**src/rtl/rrfr_pkg.sv**
```systemverilog
// Package for the reader response frame receiver.
// Holds the shared codes, limits and the result record; no dependencies.
`default_nettype none

package rrfr_pkg;

  // Largest parameter field that a frame may announce.
  localparam int unsigned MaxParamBytes = 256;

  localparam int unsigned ByteW   = 8;
  localparam int unsigned LengthW = 16;

  // Input operation codes.
  localparam logic OpByte    = 1'b0;
  localparam logic OpTimeout = 1'b1;

  // Configuration register indexes.
  localparam logic CfgHeader  = 1'b0;
  localparam logic CfgTrailer = 1'b1;

  typedef enum logic [2:0] {
    StOk       = 3'd0,
    StChecksum = 3'd1,
    StBadEnd   = 3'd2,
    StTooLong  = 3'd3,
    StTimeout  = 3'd4
  } status_e;

  typedef struct packed {
    logic [ByteW-1:0] header_value;
    logic [ByteW-1:0] trailer_value;
  } cfg_t;

  typedef struct packed {
    logic               is_status;
    logic [ByteW-1:0]   payload_byte;
    logic [ByteW-1:0]   payload_index;
    logic [ByteW-1:0]   frame_type;
    logic [ByteW-1:0]   command_code;
    logic [LengthW-1:0] param_length;
    status_e            status;
    logic               last;
  } result_t;

endpackage

`default_nettype wire

```
**src/rtl/rrfr_cfg_regs.sv**
```systemverilog
// Configuration registers of the frame receiver: header and trailer values.
// Depends on rrfr_pkg.
`default_nettype none

module rrfr_cfg_regs
  import rrfr_pkg::*;
(
  input  wire logic             clk_i,
  input  wire logic             rst_ni,
  input  wire logic             cfg_valid_i,
  input  wire logic             cfg_index_i,
  input  wire logic [ByteW-1:0] cfg_data_i,
  output cfg_t                  cfg_o
);

  cfg_t cfg_q, cfg_d;

  always_comb begin
    cfg_d = cfg_q;
    if (cfg_valid_i) begin
      unique case (cfg_index_i)
        CfgHeader:  cfg_d.header_value  = cfg_data_i;
        CfgTrailer: cfg_d.trailer_value = cfg_data_i;
        default:    cfg_d = cfg_q;
      endcase
    end
  end

  always_ff @(posedge clk_i or negedge rst_ni) begin
    if (!rst_ni) begin
      cfg_q.header_value  <= 8'hAA;
      cfg_q.trailer_value <= 8'hDD;
    end else begin
      cfg_q <= cfg_d;
    end
  end

  assign cfg_o = cfg_q;

endmodule

`default_nettype wire

```
**src/rtl/rrfr_parser.sv**
```systemverilog
// Frame parser: phase machine, held header fields and running checksum.
// Produces at most one result per accepted byte. Depends on rrfr_pkg.
`default_nettype none

module rrfr_parser
  import rrfr_pkg::*;
(
  input  wire logic             clk_i,
  input  wire logic             rst_ni,
  input  wire logic             accept_i,
  input  wire logic             operation_i,
  input  wire logic [ByteW-1:0] rx_byte_i,
  input  wire cfg_t             cfg_i,
  output logic                  res_valid_o,
  output result_t               res_o
);

  typedef enum logic [2:0] {
    PhHunt, PhType, PhCmd, PhLenHi, PhLenLo, PhParam, PhCheck, PhEnd
  } phase_e;

  phase_e               phase_q, phase_d;
  logic [LengthW-1:0]   byte_count_q, byte_count_d;
  logic [ByteW-1:0]     held_type_q, held_type_d;
  logic [ByteW-1:0]     held_command_q, held_command_d;
  logic [LengthW-1:0]   held_length_q, held_length_d;
  logic [ByteW-1:0]     running_sum_q, running_sum_d;
  logic [LengthW-1:0]   count_inc;
  logic                 res_valid;
  logic                 res_is_status;
  logic [ByteW-1:0]     res_byte;
  logic [ByteW-1:0]     res_index;
  status_e              res_status;

  assign count_inc = byte_count_q + LengthW'(1);

  always_comb begin
    phase_d        = phase_q;
    byte_count_d   = byte_count_q;
    held_type_d    = held_type_q;
    held_command_d = held_command_q;
    held_length_d  = held_length_q;
    running_sum_d  = running_sum_q;
    res_valid      = 1'b0;
    res_is_status  = 1'b0;
    res_byte       = '0;
    res_index      = '0;
    res_status     = StOk;

    if (accept_i) begin
      if (operation_i == OpTimeout) begin
        // A timeout closes an open frame; while hunting it is ignored.
        if (phase_q != PhHunt) begin
          res_valid     = 1'b1;
          res_is_status = 1'b1;
          res_status    = StTimeout;
          phase_d       = PhHunt;
        end
      end else begin
        unique case (phase_q)
          PhHunt: begin
            if (rx_byte_i == cfg_i.header_value) begin
              held_type_d    = '0;
              held_command_d = '0;
              held_length_d  = '0;
              running_sum_d  = '0;
              byte_count_d   = '0;
              phase_d        = PhType;
            end
          end
          PhType: begin
            held_type_d   = rx_byte_i;
            running_sum_d = running_sum_q + rx_byte_i;
            phase_d       = PhCmd;
          end
          PhCmd: begin
            held_command_d = rx_byte_i;
            running_sum_d  = running_sum_q + rx_byte_i;
            phase_d        = PhLenHi;
          end
          PhLenHi: begin
            held_length_d = {rx_byte_i, 8'h00};
            running_sum_d = running_sum_q + rx_byte_i;
            phase_d       = PhLenLo;
          end
          PhLenLo: begin
            held_length_d = {held_length_q[LengthW-1:ByteW], rx_byte_i};
            running_sum_d = running_sum_q + rx_byte_i;
            byte_count_d  = '0;
            if (held_length_d > LengthW'(MaxParamBytes)) begin
              res_valid     = 1'b1;
              res_is_status = 1'b1;
              res_status    = StTooLong;
              phase_d       = PhHunt;
            end else if (held_length_d == '0) begin
              phase_d = PhCheck;
            end else begin
              phase_d = PhParam;
            end
          end
          PhParam: begin
            res_valid     = 1'b1;
            res_byte      = rx_byte_i;
            res_index     = byte_count_q[ByteW-1:0];
            running_sum_d = running_sum_q + rx_byte_i;
            byte_count_d  = count_inc;
            if (count_inc >= held_length_q) begin
              phase_d = PhCheck;
            end
          end
          PhCheck: begin
            // Zero here means the received checksum matched.
            running_sum_d = running_sum_q ^ rx_byte_i;
            phase_d       = PhEnd;
          end
          PhEnd: begin
            res_valid     = 1'b1;
            res_is_status = 1'b1;
            if (rx_byte_i != cfg_i.trailer_value) begin
              res_status = StBadEnd;
            end else if (running_sum_q != '0) begin
              res_status = StChecksum;
            end else begin
              res_status = StOk;
            end
            phase_d = PhHunt;
          end
          default: phase_d = PhHunt;
        endcase
      end
    end
  end

  always_ff @(posedge clk_i or negedge rst_ni) begin
    if (!rst_ni) begin
      phase_q        <= PhHunt;
      byte_count_q   <= '0;
      held_type_q    <= '0;
      held_command_q <= '0;
      held_length_q  <= '0;
      running_sum_q  <= '0;
    end else begin
      phase_q        <= phase_d;
      byte_count_q   <= byte_count_d;
      held_type_q    <= held_type_d;
      held_command_q <= held_command_d;
      held_length_q  <= held_length_d;
      running_sum_q  <= running_sum_d;
    end
  end

  assign res_valid_o         = res_valid;
  assign res_o.is_status     = res_is_status;
  assign res_o.payload_byte  = res_byte;
  assign res_o.payload_index = res_index;
  assign res_o.frame_type    = held_type_d;
  assign res_o.command_code  = held_command_d;
  assign res_o.param_length  = held_length_d;
  assign res_o.status        = res_status;
  assign res_o.last          = res_is_status;

`ifndef SYNTHESIS
  // The parameter counter never reaches the announced length inside the field.
  assert property (@(posedge clk_i) disable iff (!rst_ni)
    phase_q == PhParam |-> byte_count_q < held_length_q)
    else $error("parameter count overran the announced length");

  // A timeout while hunting must not produce a result.
  assert property (@(posedge clk_i) disable iff (!rst_ni)
    (accept_i && operation_i == OpTimeout && phase_q == PhHunt) |-> !res_valid)
    else $error("result produced for a timeout while hunting");

  // Parameter results carry ok status and come only from the parameter field.
  assert property (@(posedge clk_i) disable iff (!rst_ni)
    (res_valid && !res_is_status) |-> (res_status == StOk && phase_q == PhParam))
    else $error("parameter result outside the parameter field");

  // Every status result returns the machine to hunting.
  assert property (@(posedge clk_i) disable iff (!rst_ni)
    (res_valid && res_is_status) |=> phase_q == PhHunt)
    else $error("status result did not end the frame");
`endif

endmodule

`default_nettype wire

```
**src/rtl/rrfr_out_reg.sv**
```systemverilog
// Result register of the frame receiver with its valid/ready handshake.
// Depends on rrfr_pkg.
`default_nettype none

module rrfr_out_reg
  import rrfr_pkg::*;
(
  input  wire logic    clk_i,
  input  wire logic    rst_ni,
  input  wire logic    load_i,
  input  wire result_t res_i,
  input  wire logic    out_ready_i,
  output logic         in_ready_o,
  output logic         out_valid_o,
  output result_t      res_o
);

  logic    valid_q, valid_d;
  result_t res_q;

  // A new byte may enter whenever the held result is gone or leaves now.
  assign in_ready_o = !valid_q || out_ready_i;

  always_comb begin
    valid_d = valid_q;
    if (out_ready_i) begin
      valid_d = 1'b0;
    end
    if (load_i) begin
      valid_d = 1'b1;
    end
  end

  always_ff @(posedge clk_i or negedge rst_ni) begin
    if (!rst_ni) begin
      valid_q <= 1'b0;
    end else begin
      valid_q <= valid_d;
    end
  end

  always_ff @(posedge clk_i) begin
    if (load_i) begin
      res_q <= res_i;
    end
  end

  assign out_valid_o = valid_q;
  assign res_o       = res_q;

`ifndef SYNTHESIS
  // A result is never written over one that has not been taken.
  assert property (@(posedge clk_i) disable iff (!rst_ni)
    load_i |-> (!valid_q || out_ready_i))
    else $error("result overwritten before transfer");
`endif

endmodule

`default_nettype wire

```
**src/rtl/reader_response_frame_receiver.sv**
```systemverilog
// Top level of the reader response frame receiver.
// Instantiates rrfr_cfg_regs, rrfr_parser and rrfr_out_reg; depends on rrfr_pkg.
//
//   Channel  Direction  Handshake                Content
//   in       sink       in_valid_i / in_ready_o  operation_i, rx_byte_i
//   out      source     out_valid_o/out_ready_i  one parameter byte or frame status
//   cfg      sink       cfg_valid_i/cfg_ready_o  cfg_index_i, cfg_data_i
//
// Each input transfer is handled at the edge that accepts it: the parser
// updates its state and the result, if any, is written into the result
// register at that edge, so it shows on the output in the next cycle.
// Sustained rate is one byte per cycle; only the single result register
// limits it, and a byte is taken whenever that register is empty or emptying.
// Reset puts the parser into header hunting and loads header 0xAA and
// trailer 0xDD; no clearing pass is needed.
// Configuration writes are always accepted and take effect once registered.
`default_nettype none

module reader_response_frame_receiver
  import rrfr_pkg::*;
(
  input  wire logic               clk_i,
  input  wire logic               rst_ni,
  // Byte input.
  input  wire logic               in_valid_i,
  output logic                    in_ready_o,
  input  wire logic               operation_i,
  input  wire logic [ByteW-1:0]   rx_byte_i,
  // Result output.
  output logic                    out_valid_o,
  input  wire logic               out_ready_i,
  output logic                    is_status_o,
  output logic [ByteW-1:0]        payload_byte_o,
  output logic [ByteW-1:0]        payload_index_o,
  output logic [ByteW-1:0]        frame_type_o,
  output logic [ByteW-1:0]        command_code_o,
  output logic [LengthW-1:0]      param_length_o,
  output logic [2:0]              status_o,
  output logic                    last_o,
  // Configuration writes.
  input  wire logic               cfg_valid_i,
  output logic                    cfg_ready_o,
  input  wire logic               cfg_index_i,
  input  wire logic [ByteW-1:0]   cfg_data_i
);

  cfg_t    cfg;
  logic    in_accept;
  logic    res_valid;
  result_t res;
  result_t res_q;

  // The register file never stalls a write.
  assign cfg_ready_o = 1'b1;
  assign in_accept   = in_valid_i && in_ready_o;

  rrfr_cfg_regs u_cfg_regs (
    .clk_i       (clk_i),
    .rst_ni      (rst_ni),
    .cfg_valid_i (cfg_valid_i),
    .cfg_index_i (cfg_index_i),
    .cfg_data_i  (cfg_data_i),
    .cfg_o       (cfg)
  );

  // The parser sees every accepted byte; bytes of an open frame that give no
  // result still advance the phase machine and the checksum.
  rrfr_parser u_parser (
    .clk_i       (clk_i),
    .rst_ni      (rst_ni),
    .accept_i    (in_accept),
    .operation_i (operation_i),
    .rx_byte_i   (rx_byte_i),
    .cfg_i       (cfg),
    .res_valid_o (res_valid),
    .res_o       (res)
  );

  rrfr_out_reg u_out_reg (
    .clk_i       (clk_i),
    .rst_ni      (rst_ni),
    .load_i      (res_valid),
    .res_i       (res),
    .out_ready_i (out_ready_i),
    .in_ready_o  (in_ready_o),
    .out_valid_o (out_valid_o),
    .res_o       (res_q)
  );

  assign is_status_o     = res_q.is_status;
  assign payload_byte_o  = res_q.payload_byte;
  assign payload_index_o = res_q.payload_index;
  assign frame_type_o    = res_q.frame_type;
  assign command_code_o  = res_q.command_code;
  assign param_length_o  = res_q.param_length;
  assign status_o        = 3'(res_q.status);
  assign last_o          = res_q.last;

endmodule

`default_nettype wire
```
**config.mk**
```make
export PLATFORM = sky130hd
export DESIGN_NAME = reader_response_frame_receiver
export DESIGN_NICKNAME = d
export VERILOG_FILES = /design/src/rtl/rrfr_pkg.sv /design/src/rtl/rrfr_cfg_regs.sv /design/src/rtl/rrfr_parser.sv /design/src/rtl/rrfr_out_reg.sv /design/src/rtl/reader_response_frame_receiver.sv
export SDC_FILE = /design/constraint.sdc
export NUM_CORES = 1
export LEC_CHECK = 0
export BUFFER_PORTS_ARGS = -buffer_cell sky130_fd_sc_hd__buf_2
export CELL_PAD_IN_SITES_DETAIL_PLACEMENT = 1
export CELL_PAD_IN_SITES_GLOBAL_PLACEMENT = 2
export CORE_MARGIN = 4
export CORE_UTILIZATION = 40
export CTS_BUF_LIST = sky130_fd_sc_hd__clkbuf_4 sky130_fd_sc_hd__clkbuf_8
export DETAILED_ROUTE_END_ITERATION = 8
export PLACE_DENSITY_LB_ADDON = 0.1
export SLEW_MARGIN = 5
export SYNTH_ARGS = -nofsm -noshare
export SYNTH_HDL_FRONTEND = slang
export SYNTH_SLANG_ARGS = --single-unit
```
**constraint.sdc**
```tcl
create_clock -name clk_i -period 7.3 [get_ports clk_i]
set_input_delay 1.46 -clock clk_i [delete_from_list [all_inputs] [get_ports clk_i]]
set_output_delay 1.46 -clock clk_i [all_outputs]
set_load 0.01 [all_outputs]
```
Yosys cells after proc, flatten, opt, wreduce, memory -nomap -nowiden
Cells that the tools add are included.
{"block": "word_totals", "in_bits": 23, "out_inout_bits": 56, "ff_bits": 128, "word_cells": 94}
{"block": "classes", "bitwise_logic": 5, "n_reduce_logical": 18, "magnitude_cmp": 2, "muxes": 38, "addsub": 2, "n_eq_ne": 13}
{"op": "$pmux W16 S3", "n": 2}
{"op": "$mux W16", "n": 4}
{"op": "$mux W8", "n": 7}
{"op": "$pmux W8 S2", "n": 2}
{"op": "$mux W3", "n": 8}
{"op": "$pmux W3 S8", "n": 1}
{"op": "$pmux W8 S3", "n": 1}
{"op": "$add A16 B1 Y16 const B", "n": 1}
{"op": "$ge A16 B16 Y1", "n": 1}
{"op": "$gt A16 B9 Y1 const B", "n": 1}
{"op": "$logic_not A16 Y1", "n": 1}
{"op": "$eq A3 B3 Y1 const B", "n": 4}
{"op": "$reduce_and A4 Y1", "n": 3}
{"op": "$reduce_bool A3 Y1", "n": 3}
{"op": "$add A8 B8 Y8", "n": 1}
{"op": "$eq A8 B8 Y1", "n": 1}
{"op": "$mux W1", "n": 8}
{"op": "$ne A8 B8 Y1", "n": 1}
{"op": "$reduce_bool A8 Y1", "n": 1}
{"op": "$xor A8 B8 Y8", "n": 1}
{"op": "$eq A3 B2 Y1 const B", "n": 2}
{"op": "$ne A3 B2 Y1 const B", "n": 2}
{"op": "$pmux W3 S2", "n": 1}
{"op": "$reduce_or A5 Y1", "n": 1}
{"op": "13 further kinds", "n": 20}

Logic depth before layout (Yosys ltp)
Gate-level depths: netlist of run 1.
{"block": "depth", "depth_word": 6, "depth_mapped": 13, "ltp_nobuf": 12}

Hierarchy
From an unflattened synthesis of run 1, not the netlist that was laid out.
{"block": "hier_totals", "cells_unflattened": 524, "hier_area_um2": 6173.4}
{"mod": "rrfr_parser", "cells_each": 430, "seq_area_each_um2": 1476.4, "instances": 1, "area_per_inst_um2": 3862.5}
{"mod": "rrfr_out_reg", "cells_each": 56, "seq_area_each_um2": 1616.6, "instances": 1, "area_per_inst_um2": 1639.1}
{"mod": "rrfr_cfg_regs", "cells_each": 35, "seq_area_each_um2": 412.9, "instances": 1, "area_per_inst_um2": 654.4}
{"mod": "reader_response_frame_receiver", "cells_each": 3, "seq_area_each_um2": 0.0, "instances": 1, "area_per_inst_um2": 17.5}

Least setup slack after synthesis of run 1
No wires, ideal clock.
{"block": "synth_timing", "kind": "input to register", "from": "input port rx_byte_i[7]", "to": "register u_out_reg.res_o[0] (netlist name)", "path_buffers": 1, "path_stages": 7, "required_time_ns": 6.885, "arrival_ns": 3.639, "setup_time_ns": 0.415, "path_slack_ns": 3.246, "cell_sequence": "buf_2 nor4_1 nand2_1 a21oi_1 or3_1 a21oi_1 and2_1"}
{"block": "synth_via", "elab_chain_len": 5}
{"item": "from (decl)", "line": "reader_response_frame_receiver.sv:28", "source": "input wire logic [ByteW-1:0] rx_byte_i,"}
{"item": "$gt A16 B9 Y1", "line": "rrfr_parser.sv:90", "source": "if (held_length_d > LengthW'(MaxParamBytes)) begin"}
{"item": "$mux W1", "line": "rrfr_parser.sv:90"}
{"item": "$pmux W1 S2", "line": "rrfr_parser.sv:60", "source": "unique case (phase_q)"}
{"item": "$mux W1", "line": "rrfr_parser.sv:51", "source": "if (operation_i == OpTimeout) begin"}
{"item": "$mux W1", "line": "rrfr_parser.sv:50", "source": "if (accept_i) begin"}
{"item": "net res_valid", "line": "reader_response_frame_receiver.sv:49", "source": "logic res_valid;"}
The timed path passes the listed nets, and every way through them passes these cells.
A chain may end at the register's enable or synchronous reset.

Final worst setup path of run 1
{"block": "layout_timing", "from": "register u_parser.byte_count_q[0]", "to": "register u_parser.phase_q[0]"}
{"block": "layout_via", "elab_chain_len": 4}
{"item": "from (decl)", "line": "rrfr_parser.sv:23", "source": "logic [LengthW-1:0] byte_count_q, byte_count_d;"}
{"item": "from (signal assigned)", "line": "rrfr_parser.sv:144", "source": "byte_count_q <= byte_count_d;"}
{"item": "$add A16 B1 Y16", "line": "rrfr_parser.sv:35", "source": "assign count_inc = byte_count_q + LengthW'(1);"}
{"item": "$ge A16 B16 Y1", "line": "rrfr_parser.sv:107", "source": "if (count_inc >= held_length_q) begin"}
{"item": "$ne A3 B2 Y1 (no source line)"}
{"item": "$reduce_and A4 Y1 (no source line)"}
{"item": "to (signal assigned)", "line": "rrfr_parser.sv:136", "source": "phase_q <= PhHunt;"}
{"item": "to (signal assigned)", "line": "rrfr_parser.sv:143", "source": "phase_q <= phase_d;"}
{"item": "to (decl)", "line": "rrfr_parser.sv:22", "source": "phase_e phase_q, phase_d;"}
Every way passes these cells.

==> flow_metrics.env, run 1 <==
export IMPL_drt_iter0_drc=295
export IMPL_reg2reg_slack_ns=3.52
export IMPL_first_global_vias=4676
export IMPL_clk_pin_slew_ns=0.08
export IMPL_synth_compound_area_share_pct=14.12
export IMPL_worst_slew_pin_transition_ns=1.073
export IMPL_synth_simple_area_share_pct=12.12
export IMPL_dp_hpwl_um=11200
export IMPL_place_congestion=0.7726
export IMPL_numCtsBuffers=17
export IMPL_wire_per_inst_um=20.13
export IMPL_yosysWarnings=0
export IMPL_grt_max_degree=77
export IMPL_critPathCapture="u_parser.phase_q[0]"
export IMPL_synth_area_per_cell_um2=11.60
export IMPL_async_flop_share_pct=59.38
export IMPL_rsz0062_at_grt="no"
export IMPL_synth_top_family_by_area="compound AO/OA/AOI/OAI gates"
export IMPL_regArea_mm2=0.003476
export IMPL_fin_crit_ns=3.784
export IMPL_min_path_type="register to register"
export IMPL_syn_instance_count=527
export IMPL_cp_top_family="simple AND/OR/NAND/NOR gates"
export IMPL_die_y_um=131.6
export IMPL_synthMuxAreaShare_pct=3.479
export IMPL_timing_final_ws_setup_ns=3.516
export IMPL_status="completed"
export IMPL_dieWidth_um=131.6
export IMPL_dr_pass1_iters=4
export IMPL_p_leak_nw=2.910
export IMPL_nFillCells=1630
export IMPL_port_buffers=77
export IMPL_initial_utilization_pct=41.43
export IMPL_dieArea_mm2=0.01733
export IMPL_cts_setup_buffers=0
export IMPL_path_cells="ha_1 -> and4_1 -> nand4_1 -> nor4_1 -> xnor2_1 -> ha_1 -> and4_1 -> nand4_1 -> a2111oi_0 -> a2111oi_2 -> a21oi_1 -> mux2i_1"
export IMPL_max_vdd_ir_drop_v=0.0001202
export IMPL_final_cells=794
export IMPL_clock_root_buffer="clkbuf_8"
export IMPL_place_ws_ns=3.383
export IMPL_tns_ns=0
export IMPL_cp_slowest_stage_delay_ns=0.66
export IMPL_start_kind="register"
export IMPL_synth_sequential_area_ratio_pct=56.86
export IMPL_dp_cells=763
export IMPL_coreArea_mm2=0.01475
export IMPL_crit_fanout=7
export IMPL_drcViolationCount=0
export IMPL_grt_pass1_wl_um=26400
export IMPL_synth_area_mm2=0.006113
export IMPL_synthAdderAreaFrac_pct=5.239
export IMPL_cts_tree="built"
export IMPL_max_freq_mhz=264.3
export IMPL_slowest_stage="a2111oi_0"
export IMPL_setup_viol=0
export IMPL_ant_nets=0
export IMPL_synth_xor_area_share_pct=4.441
export IMPL_synth_edf_count=52
export IMPL_timing_rr_start="u_parser.byte_count_q[0]"
export IMPL_syn_to_final_growth_pct=13.73
export IMPL_grt_use_total_pct=19.36
export IMPL_synth_nets=575
export IMPL_rr_endpoint="u_parser.phase_q[0]"
export IMPL_synth_cell_type_count=57
export IMPL_synth_area_leader_cell="dfrtp_1"
export IMPL_wirelength_um=15980
export IMPL_synth_top_area_share_pct=27.02
export IMPL_synth_ff_latch_count=128
export IMPL_htreeDepth=4
export IMPL_maxCapViolations=0
export IMPL_skew_ns=0.009462
export IMPL_netlist_top_cells_area="dfrtp_1 (27%), edfxtp_1 (26%), ha_1 (4.9%)"
export IMPL_powerDensity_mw_per_mm2=337.1
export IMPL_vias_per_cell=5.503
export IMPL_cp_depth=12
export IMPL_ios=79
export IMPL_reg2reg_depth=12
export IMPL_slew_headroom_pct=27.97
export IMPL_clk_latency_ns=0.45
export IMPL_ys_flop_type="dfrtp_1"
export IMPL_critPathLaunch="u_parser.byte_count_q[0]"
export IMPL_multi_input_area_mm2=0.002414
export IMPL_cts_resized=0
export IMPL_drive_gt1_share_pct=23.77
export IMPL_crit_path_end_kind="register"
export IMPL_dr_total_vias=4369
export IMPL_hold_buffers=0
export IMPL_cts_sinks=128
export IMPL_crit_type="register to register"
export IMPL_cp_required_ns=7.67
export IMPL_overflow=0
export IMPL_final_max_slew_violation_count=0
export IMPL_rows=44
export IMPL_diodes=0
export IMPL_clockBufferDepth=2
export IMPL_antenna_found_initial=0
export IMPL_cp_num_buf_inv=0
export IMPL_hold_viol=0
export IMPL_crit_arrival_ns=4.16
export IMPL_nets=646
export IMPL_min_period_over_period_pct=51.84
==> cells by family (layout without fill, tap and decap cells) <==
| logic type | Yosys count | in the layout |
|---|---|---|
| DFF | 128 | 128 |
| buffers and inverters | 53 | 136 |
| adders and majority gates | 25 | 25 |
| other | 1 | 1 |
| and+or+nand+nor | 143 | 143 |
| xor gates and xnor gates | 31 | 31 |
| muxes | 19 | 19 |
| AOI/OAI and AO/OA | 127 | 127 |
==> flip-flops by register name, indices dropped and copies added (netlist names), 3 cells and up <==
signal                   flops
u_cfg_regs.cfg_o            16
u_out_reg.res_o             52
u_parser.byte_count_q       16
u_parser.held_command_q      8
u_parser.held_length_q      16
u_parser.held_type_q         8
u_parser.phase_q             3
u_parser.running_sum_q       8
==> synthesized netlist by cell type, types with 2 or more instances <==
| cell type | n |
|---|---|
| nand4_1 | 7 |
| ha_1 | 24 |
| inv_1 | 25 |
| buf_2 | 12 |
| buf_4 | 3 |
| mux2_2 | 17 |
| xor2_1 | 11 |
| clkbuf_1 | 11 |
| o21a_1 | 6 |
| a21o_1 | 5 |
| nand2b_1 | 3 |
| a2111oi_0 | 2 |
| o31a_1 | 2 |
| nor4_1 | 9 |
| dfrtp_1 | 66 |
| and4_1 | 3 |
| a31oi_1 | 9 |
| and2_1 | 16 |
| a211oi_1 | 2 |
| nor3_1 | 7 |
| and3_1 | 5 |
| nor2b_1 | 2 |
| or2_1 | 4 |
| nor2_1 | 30 |
| edfxtp_1 | 52 |
| a22o_1 | 32 |
| o21ai_1 | 20 |
| nand2_1 | 35 |
| nor3_2 | 2 |
| xnor2_1 | 20 |
| nand3_1 | 12 |
| or3_1 | 3 |
| dfstp_2 | 10 |
| a21oi_1 | 27 |
| o21ai_0 | 11 |
==> power by group <==
| part | switching [W] | internal, W |
|---|---|---|
| clock | 0.000297 | 0.000236 |
| sequential | 0.000136 | 0.000956 |
| combinational | 0.000414 | 0.000303 |
| total | 0.000847 | 0.00150 |
==> layout by cell type, fill, tap and decap left out, drive strengths merged, types with 3 or more instances in the layout <==
master   Yosys  layout
buf         16      79
edfxtp      52      52
mux2        18      18
o21a         6       6
nand2b       4       4
a21o         5       5
a21oi       27      27
nor2        31      31
or3          3       3
dfstp       10      10
and3         5       5
nor3         9       9
o21ai       31      31
nand3       12      12
inv         26      29
nand2       35      35
clkinv       0       8
ha          24      24
a22o        32      32
a31oi        9       9
xor2        11      11
a2111oi      3       3
xnor2       20      20
or2          4       4
and2        16      16
and4         3       3
clkbuf      11      18
nand4        7       7
dfrtp       66      66
nor4        10      10
==> metrics by stage <==
step                      power (W)  hold WS, ns  cell area [um2]  utilization [%]
after floorplan            0.001588       0.4658             6113                -
after global placement     0.001803       0.4843             6620            44.87
after detailed placement   0.001828       0.4934             6620            44.87
after CTS                  0.002369       0.5146             6953            47.13
after global routing       0.002521       0.5353             6953            47.13
final                      0.002344       0.5132             6953            47.13
==> per-layer routing <==
metal  vias to the layer above  wire (um)  track usage (%)
met5                         -          0                0
met4                         0        167            5.018
met3                        15        555            5.237
met2                        76       7917            31.75
met1                      2211       7339            25.61
li1                       2067          -                -
==> worst register-to-register path, stage by stage (launching register included) <==
cell       delay [ns]
dfrtp_1          0.45
ha_1             0.31
and4_1           0.35
nand4_1          0.26
nor4_1           0.30
xnor2_1          0.14
ha_1             0.33
and4_1           0.24
nand4_1          0.11
a2111oi_0        0.66
a2111oi_2        0.06
a21oi_1          0.28
mux2i_1          0.22
==> how the worst min path moves through the flow <==
stage / start / end / slack [ns] / cells past startpoint
after floorplan: u_parser.running_sum_q[0] / u_parser.running_sum_q[0] / 0.47 / 2
after global placement: u_parser.held_type_q[2] / u_parser.held_type_q[2] / 0.48 / 1
after detailed placement: u_parser.held_type_q[7] / u_parser.held_type_q[7] / 0.49 / 1
after CTS: u_parser.held_type_q[7] / u_parser.held_type_q[7] / 0.51 / 1
after global routing: u_parser.held_type_q[2] / u_parser.held_type_q[2] / 0.54 / 1
final: u_parser.held_type_q[7] / u_parser.held_type_q[7] / 0.51 / 1
==> final cells by class <==
cell class / count / area share, %
clock inverter: 13 / 1.314
timing repair buffer: 79 / 5.794
clock buffer: 18 / 3.473
multi-input combinational: 346 / 34.71
inverter: 26 / 1.404
sequential: 128 / 49.99
tap: 184 / 3.311
Power figures use the tool's default switching activity.
==> inputs of run 2 (changes only) <==
--- a/config.mk
+++ b/config.mk
@@ -5,11 +5,12 @@
 export SDC_FILE = /design/constraint.sdc
 export NUM_CORES = 1
 export LEC_CHECK = 0
+export ABC_AREA = 1
 export BUFFER_PORTS_ARGS = -buffer_cell sky130_fd_sc_hd__buf_2
 export CELL_PAD_IN_SITES_DETAIL_PLACEMENT = 1
 export CELL_PAD_IN_SITES_GLOBAL_PLACEMENT = 2
 export CORE_MARGIN = 4
-export CORE_UTILIZATION = 40
+export CORE_UTILIZATION = 34
 export CTS_BUF_LIST = sky130_fd_sc_hd__clkbuf_4 sky130_fd_sc_hd__clkbuf_8
 export DETAILED_ROUTE_END_ITERATION = 8
 export PLACE_DENSITY_LB_ADDON = 0.1
==> constraint.sdc (replaced) <==
create_clock -name clk_i -period 3.25 [get_ports clk_i]
set_input_delay 0.65 -clock clk_i [delete_from_list [all_inputs] [get_ports clk_i]]
set_output_delay 0.65 -clock clk_i [all_outputs]
set_load 0.01 [all_outputs]
==> run 2 against run 1 <==
Die area increased by 17%. Count of clock-buffer cells in the layout decreased by 1. Maximum frequency increased by 32%. Critical endpoint unchanged.
==> flow_metrics.env, run 2 <==
export IMPL_numCtsBuffers=17
export IMPL_grt_max_degree=77
export IMPL_cts_sinks=128
export IMPL_ios=79
export IMPL_max_freq_mhz=349.5
export IMPL_worst_slew_pin_transition_ns=1.030
export IMPL_p_leak_nw=3.305
export IMPL_yosysWarnings=0
export IMPL_yosysMostFrequentCell="nand2_1"
export IMPL_synth_cell_type_count=41
export IMPL_drcViolationCount=0
export IMPL_synth_ff_latch_count=128
export IMPL_clk_pin_slew_ns=0.08
export IMPL_max_vdd_ir_drop_v=0.0003259
export IMPL_vias_per_cell=4.797
export IMPL_cp_num_buf_inv=1
export IMPL_synth_top_area_share_pct=26.88
export IMPL_synth_edf_count=52
export IMPL_crit_arrival_ns=3.20
export IMPL_slowest_stage="dfrtp_1"
export IMPL_netlist_top_cells_area="dfrtp_1 (27%), edfxtp_1 (25%), nand2_1 (10%)"
export IMPL_crit_path_end_kind="register"
export IMPL_grt_pass1_wl_um=26790
export IMPL_synth_area_per_cell_um2=9.599
export IMPL_syn_instance_count=640
export IMPL_cp_top_family="simple AND/OR/NAND/NOR gates"
export IMPL_final_cell_mix="nand2_1 (163), inv_1 (76), buf_2 (76), dfrtp_1 (66), o21ai_0 (61)"
export IMPL_ys_flop_type="dfrtp_1"
export IMPL_first_global_vias=5000
export IMPL_start_kind="register"
export IMPL_dieWidth_um=142.4
export IMPL_ant_nets=0
export IMPL_cp_slowest_stage_delay_ns=0.43
export IMPL_layout_commonest_cell="nand2_1"
export IMPL_skew_ns=0.008631
export IMPL_drive_gt1_share_pct=19.68
export IMPL_cts_setup_buffers=0
export IMPL_rsz0062_at_grt="no"
export IMPL_hold_buffers=0
export IMPL_dieArea_mm2=0.02028
export IMPL_clockBufferDepth=2
export IMPL_wirelength_um=16300
export IMPL_synth_sequential_area_ratio_pct=56.58
export IMPL_crit_fanout=4
export IMPL_overflow=0
export IMPL_place_ws_ns=0.3740
export IMPL_crit_type="register to register"
export IMPL_final_max_slew_violation_count=0
export IMPL_syn_to_final_growth_pct=16.46
export IMPL_cp_common_cell="nand2_1"
export IMPL_timing_final_ws_setup_ns=0.3888
export IMPL_htreeDepth=4
export IMPL_min_path_type="input pin to async pin"
export IMPL_clock_root_buffer="clkbuf_8"
export IMPL_powerDensity_mw_per_mm2=832.5
export IMPL_min_period_over_period_pct=88.04
export IMPL_grt_use_total_pct=17.12
export IMPL_largest_reg_flops=52
export IMPL_hold_viol=0
export IMPL_clk_latency_ns=0.45
export IMPL_status="completed"
export IMPL_synth_commonest_cells="nand2_1 (164), inv_1 (76), dfrtp_1 (66)"
export IMPL_place_congestion=0.7640
export IMPL_synth_nets=688
export IMPL_dr_pass1_iters=6
export IMPL_slew_headroom_pct=31.34
export IMPL_async_flop_share_pct=59.38
export IMPL_port_buffers=77
export IMPL_dp_hpwl_um=11990
export IMPL_maxCapViolations=0
export IMPL_dr_total_vias=4639
export IMPL_rows=48
export IMPL_nets=777
export IMPL_drt_iter0_drc=205
export IMPL_wire_per_inst_um=16.85
export IMPL_cp_required_ns=3.59
export IMPL_cts_resized=0
export IMPL_synth_area_leader_cell="dfrtp_1"
export IMPL_setup_viol=0
export IMPL_antenna_found_initial=0
export IMPL_cts_tree="built"
export IMPL_tns_ns=0
export IMPL_synth_area_mm2=0.006143
export IMPL_path_cells="ha_1 -> nand2_1 -> nor2_2 -> nand4_1 -> nor2_1 -> nand2_1 -> xor2_1 -> inv_1 -> ha_1 -> nand4_1 -> nor2_1 -> nand3_1 -> nand4_1 -> nand3_1 -> nand2_1 -> nand2_1"
export IMPL_coreArea_mm2=0.01748
export IMPL_diodes=0
export IMPL_die_y_um=142.4
export IMPL_fin_crit_ns=2.861
export IMPL_initial_utilization_pct=35.15
run 2: path summary, 6_finish.rpt:
kind,depth (start not counted),slack (ns),startpoint,end
setup / recovery,16,0.39,u_parser.byte_count_q[0],u_parser.phase_q[0]
hold / removal,1,0.38,rst_ni,u_parser.held_length_q[3]
setup reg to reg,16,0.39,u_parser.byte_count_q[0],u_parser.phase_q[0]
hold reg to reg,2,0.50,u_cfg_regs.cfg_o[2],u_cfg_regs.cfg_o[2]
max in group asynchronous,1,2.22,rst_ni,u_parser.running_sum_q[7]
min in group clk_i,3,0.42,cfg_data_i[3],u_cfg_regs.cfg_o[3]
run 2: cell type report:
class                      count  area [um2]
clock inverter                15       142.6
timing repair buffer          79       415.4
sequential                   128        3476
clock buffer                  17       234.0
tap                          225       281.5
inverter                      80       300.3
fill                        2039       10320
multi-input combinational    423        2305
run 2: worst register-to-register path, cell delays in order (launching register included):
cell	delay [ns]
dfrtp_1	0.43
ha_1	0.22
nand2_1	0.08
nor2_2	0.15
nand4_1	0.15
nor2_1	0.24
nand2_1	0.10
xor2_1	0.14
inv_1	0.09
ha_1	0.28
nand4_1	0.12
nor2_1	0.18
nand3_1	0.09
nand4_1	0.17
nand3_1	0.15
nand2_1	0.11
nand2_1	0.06
run 2: where the power goes:
part	switching, W	internal [W]
clock	0.000664	0.000674
combinational	0.00141	0.000749
sequential	0.000261	0.00220
total	0.00234	0.00362
run 2: per-layer routing:
metal	global-route usage, %	vias up	wire [um]
li1	-	2289	-
met1	21.88	2270	7477
met2	29.32	62	8153
met3	3.259	18	439
met4	5.653	0	225
met5	0	-	0
run 2: metrics by stage:
stage | instances | instance area [um2] | utilization [%] | power [W] | hold slack [ns]
after floorplan | 640 | 6143 | - | 0.003960 | 0.3544
after global placement | 935 | 6778 | 38.78 | 0.004586 | 0.4704
after detailed placement | 935 | 6778 | 38.78 | 0.004672 | 0.4899
after CTS | 967 | 7154 | 40.94 | 0.006047 | 0.3890
after global routing | 967 | 7154 | 40.94 | 0.006463 | 0.4053
final | 967 | 7154 | 40.94 | 0.005956 | 0.3847
run 2: kinds of logic after synthesis:
family,after synthesis,share of synthesized area (%)
simple gates,267,19.23
flops,128,56.58
compound gates,104,9.145
buf+inv,89,5.947
xor+xnor,26,3.829
fa+ha+maj,25,5.214
other cells,1,0.06104
